===== src/design/nir_pkg.sv =====
// ----------------------------------------------------------------------------
// nir_pkg
// shared types, codes and constants of the 4bpp image rotator
// ----------------------------------------------------------------------------
package nir_pkg;

	localparam int SIDE_W = 9;
	localparam int ROT_W = 3;
	localparam int CFG_W = 9;
	localparam int CFG_IDX_W = 2;
	localparam int ROW_W = 8;
	localparam int COL_W = 7;
	localparam int BYTE_W = 8;
	localparam int NIB_W = 4;
	localparam int STS_W = 2;

	localparam int DEF_MAX_SIDE = 256;
	localparam int DEF_STORE_BYTES = 32768;

	// register indexes
	localparam logic [CFG_IDX_W-1:0] REG_WIDTH = 2'd0;
	localparam logic [CFG_IDX_W-1:0] REG_HEIGHT = 2'd1;
	localparam logic [CFG_IDX_W-1:0] REG_ROT = 2'd2;

	localparam logic [SIDE_W-1:0] WIDTH_RST = 9'd256;
	localparam logic [SIDE_W-1:0] HEIGHT_RST = 9'd256;

	localparam logic CMD_STORE = 1'b0;
	localparam logic CMD_READ = 1'b1;

	localparam logic [ROT_W-1:0] ROT_0 = 3'd0;
	localparam logic [ROT_W-1:0] ROT_90 = 3'd1;
	localparam logic [ROT_W-1:0] ROT_180 = 3'd2;
	localparam logic [ROT_W-1:0] ROT_270 = 3'd3;

	localparam logic [STS_W-1:0] ST_OK = 2'd0;
	localparam logic [STS_W-1:0] ST_BAD_ROT = 2'd1;
	localparam logic [STS_W-1:0] ST_RANGE = 2'd2;

	typedef struct packed {
		logic               command;
		logic [ROW_W-1:0]   row;
		logic [COL_W-1:0]   byte_column;
		logic [BYTE_W-1:0]  write_byte;
	} nir_in_t;

	typedef struct packed {
		logic [BYTE_W-1:0]  out_byte;
		logic [STS_W-1:0]   status;
	} nir_out_t;

	// controller to datapath
	typedef struct packed {
		logic capture;
		logic eval;
		logic addr;
		logic mem_lo;
		logic mem_hi;
		logic finish;
	} nir_cmd_t;

	// datapath to controller
	typedef struct packed {
		logic err;
		logic single;
	} nir_sts_t;

endpackage


===== src/design/nir_ctrl.sv =====
// ----------------------------------------------------------------------------
// nir_ctrl
// sequencer: evaluate, address, up to two memory accesses, result load
// ----------------------------------------------------------------------------
module nir_ctrl (
	input  logic              clk,
	input  logic              arst_n,
	input  logic              src_valid,
	output logic              src_stall,
	output logic              res_valid,
	input  logic              res_stall,
	output nir_pkg::nir_cmd_t cmd,
	input  nir_pkg::nir_sts_t sts
);
	import nir_pkg::*;

	typedef enum logic [5:0] {
		S_IDLE = 6'b000001,
		S_EVAL = 6'b000010,
		S_ADDR = 6'b000100,
		S_MLO  = 6'b001000,
		S_MHI  = 6'b010000,
		S_FIN  = 6'b100000
	} state_t;

	state_t state_q;
	state_t state_d;
	logic   res_valid_q;
	logic   slot_free;

	assign slot_free = !res_valid_q || !res_stall;

	always_comb begin
		state_d = state_q;
		case (state_q)
			S_IDLE: begin
				if (src_valid) begin
					state_d = S_EVAL;
				end
			end
			S_EVAL: begin
				state_d = S_ADDR;
			end
			S_ADDR: begin
				state_d = sts.err ? S_FIN : S_MLO;
			end
			S_MLO: begin
				// stores and unrotated reads need a single access
				state_d = sts.single ? S_FIN : S_MHI;
			end
			S_MHI: begin
				state_d = S_FIN;
			end
			S_FIN: begin
				if (slot_free) begin
					state_d = S_IDLE;
				end
			end
			default: begin
				state_d = S_IDLE;
			end
		endcase
	end

	always_ff @(posedge clk or negedge arst_n) begin
		if (!arst_n) begin
			state_q <= S_IDLE;
			res_valid_q <= 1'b0;
		end else begin
			state_q <= state_d;
			if (cmd.finish) begin
				res_valid_q <= 1'b1;
			end else if (!res_stall) begin
				res_valid_q <= 1'b0;
			end
		end
	end

	assign src_stall = (state_q != S_IDLE);
	assign res_valid = res_valid_q;

	assign cmd.capture = (state_q == S_IDLE) && src_valid;
	assign cmd.eval    = (state_q == S_EVAL);
	assign cmd.addr    = (state_q == S_ADDR);
	assign cmd.mem_lo  = (state_q == S_MLO);
	assign cmd.mem_hi  = (state_q == S_MHI);
	assign cmd.finish  = (state_q == S_FIN) && slot_free;

endmodule


===== config.mk =====
export PLATFORM = sky130hd
export DESIGN_NAME = nir_ctrl
export DESIGN_NICKNAME = d
export VERILOG_FILES = /design/src/design/nir_pkg.sv /design/src/design/nir_ctrl.sv
export SDC_FILE = /design/constraint.sdc
export NUM_CORES = 1
export LEC_CHECK = 0
export ABC_CLOCK_PERIOD_IN_PS = 3190
export BUFFER_PORTS_ARGS = -buffer_cell sky130_fd_sc_hd__buf_2
export CORE_AREA = 5 5 42 44
export CTS_BUF_LIST = sky130_fd_sc_hd__clkbuf_8 sky130_fd_sc_hd__clkbuf_16
export CTS_CLUSTER_SIZE = 8
export DETAILED_ROUTE_END_ITERATION = 10
export DIE_AREA = 0 0 47 49
export SYNTH_ARGS = -nofsm -noshare
export SYNTH_HDL_FRONTEND = slang
export SYNTH_SLANG_ARGS = --single-unit

===== constraint.sdc =====
create_clock -name clk -period 3.19 [get_ports clk]
set_input_delay 0.638 -clock clk [delete_from_list [all_inputs] [get_ports clk]]
set_output_delay 0.638 -clock clk [all_outputs]
set_load 0.05 [all_outputs]

==> flow_summary.json <==
{
  "status": "finished clean",
  "synth_area_um2": 410,
  "dp.cells": 68,
  "cpMaxStageDelayCell": "or4_4",
  "power_density_nw_per_um2": 944,
  "required_ps": 2550,
  "tritoncts": "done",
  "yosys_warnings": 0,
  "drt-wirelength-per-cell_um": 12.0,
  "gp_congestion": 0.661,
  "grt_pass1_wl_um": 1530,
  "rows": 14,
  "die_x_um": 47,
  "avgSynthCellArea_um2": 10.0,
  "r2r_slack_ps": 1670,
  "critPathMaxStageDelay_ps": 570,
  "cts_resized": 0,
  "synth_top_cell_area_share_pct": 36.6,
  "netlist_top_cells_area": "dfrtp_1, dfstp_2, nor2b_1, nor3b_2, nor2_1",
  "fmax_mhz": 407,
  "area_delta_synth_final_pct": 28.0,
  "antenna_left": 0,
  "relSlewSlack_pct": 76.3,
  "grt_antenna_before_repair": 0,
  "rsz0062_at_grt": "false",
  "wl_um": 865,
  "initial_core_util_pct": 29.3,
  "start_kind": "flip-flop",
  "die_height_um": 49,
  "port_buffers": 13,
  "fill_cells": 157,
  "cp_max_fo": 4,
  "synth_top_flop_cell": "dfrtp_1",
  "clkTransAtPathRegs_ps": 40,
  "setup_viol": 0,
  "synth_edf_count": 0,
  "cts.path.max_buffers": 2,
  "final-hold-violation-count": 0,
  "finalCritPeriodShare_pct": 77.0,
  "dr_total_vias": 347,
  "tns_ps": 0,
  "worstMarginPinSlew_ps": 356,
  "clk_latency_ps": 220,
  "final_cells": 72,
  "root_buffer": "clkbuf_8",
  "period_minus_slack_ps": 2460,
  "ir_drop_uv": 388,
  "report.final.slew_viol_count": 0,
  "cp_cell_sequence": "or4_4 -> nor3b_4 -> inv_2 -> nor2_1 -> buf_2",
  "ys_ff_latch": 7,
  "drc": 0,
  "max-cap-violations": 0,
  "overflow": 0,
  "worstSetupPathType": "reg2out",
  "drtIter0Drc": 6,
  "grt_max_degree": 9,
  "synth_top_area_cell": "dfrtp_1",
  "synth_cell_types": 23,
  "netlist_instances": 41,
  "min_path_type": "in2async",
  "viasPerCell": 4.82,
  "dp_hpwl_um": 685,
  "fin_hold_ws_ps": 245,
  "pin_count": 14,
  "grtUsageTotal_pct": 9.48,
  "finalNetCount": 63,
  "cts_hold_buf": 0,
  "dieArea_um2": 2300,
  "grt_pass1_vias": 359,
  "fin_skew_ps": 0.573,
  "synth_seq_area_share_pct": 43.0,
  "core_area_um2": 1400,
  "netlist_top_cells_count": "dfrtp_1, nor2_1, nor2b_1",
  "clkSinkCount": 7,
  "syn_nets": 47,
  "cts_max_level": 1,
  "async_flop_share_pct": 100,
  "power.leakage_nw": 0.274,
  "worstPathArrival_ps": 1820,
  "firstDrtPassIters": 3,
  "antennaDiodeCount": 0,
  "drive_gt1_share_pct": 41.1,
  "end_kind": "primary output",
  "cts_made_buffers": 3,
  "cts_setup_buffers": 0
}
-- placed cells by master, fill, tap and decap left out --
cell       n
a21oi_1    1
a221oi_1   1
a22o_1     1
and4b_1    1
buf_2     13
clkbuf_8   3
dfrtp_1    6
dfstp_2    1
inv_1      2
inv_2      1
nand2_1    2
nand3_1    1
nor2_1     6
nor2b_1    4
nor3_1     1
nor3b_1    2
nor3b_2    2
nor3b_4    1
o211ai_1   1
o21ai_0    2
or3_1      1
or3_4      1
or4_4      1
xor2_1     1
-- worst max-delay path, delay by kind of cell (launching register included) --
kind / cells / cell delay [ps]
flip-flops: 1 / 400
buffers and inverters: 2 / 320
AND/OR/NAND/NOR: 3 / 880
-- stage by stage --
step / utilization [%] / total power (W) / cell area (um^2) / worst slack [ps]
detailed placement: 34.3 / 0.000381 / 480 / 961
floorplan: - / 0.000347 / 410 / 435
global route: 37.5 / 0.000530 / 526 / 644
CTS: 37.5 / 0.000505 / 526 / 717
finish: 37.5 / 0.000496 / 526 / 733
global placement: 34.3 / 0.000376 / 480 / 960
-- registers in the layout, indices dropped and copies added, names as in the netlist --
register	flops
res_valid	1
state_q	6
-- cell type report --
class | count | area [um^2] | area share [%]
clock buffer | 3 | 41.3 | 7.86
clock inverter | 1 | 3.75 | 0.714
inverter | 2 | 7.51 | 1.43
multi-input combinational | 30 | 211 | 40.2
sequential | 7 | 176 | 33.6
tap | 16 | 20.0 | 3.81
timing repair buffer | 13 | 65.1 | 12.4
-- routing by layer --
layer / share of wire (%) / track usage, %
met2: 53 / 13.8
met4: 1.2 / 6.91
met5: 0 / 0
met3: 5.0 / 3.69
met1: 41 / 10.7
-- worst paths after layout --
kind / depth (start not counted) / endpoint / startpoint
max: 5 / cmd[5] / state_q[2]
min: 1 / state_q[2] / arst_n
max reg2reg: 4 / state_q[0] / state_q[2]
min reg2reg: 2 / res_valid / res_valid
max in group asynchronous: 1 / state_q[0] / arst_n
min in group clk: 2 / res_valid / res_valid
-- where the power goes --
| group | total [W] | switching (W) | internal, W |
|---|---|---|---|
| Combinational | 0.000232 | 0.000146 | 0.0000866 |
| Sequential | 0.000146 | 0.0000333 | 0.000113 |
| Clock | 0.000118 | 0.0000349 | 0.0000829 |
-- logic make-up (layout without fill, tap and decap cells) --
kind of cell / after synthesis / in the layout / synth area share [%]
and+or+nand+nor: 23 / 23 / 39.6
DFF: 7 / 7 / 43.0
xor gates and xnor gates: 1 / 1 / 2.13
buffers and inverters: 4 / 19 / 5.48
AOI/OAI and AO/OA: 6 / 6 / 9.76
(Power assumes the default switching activity.)
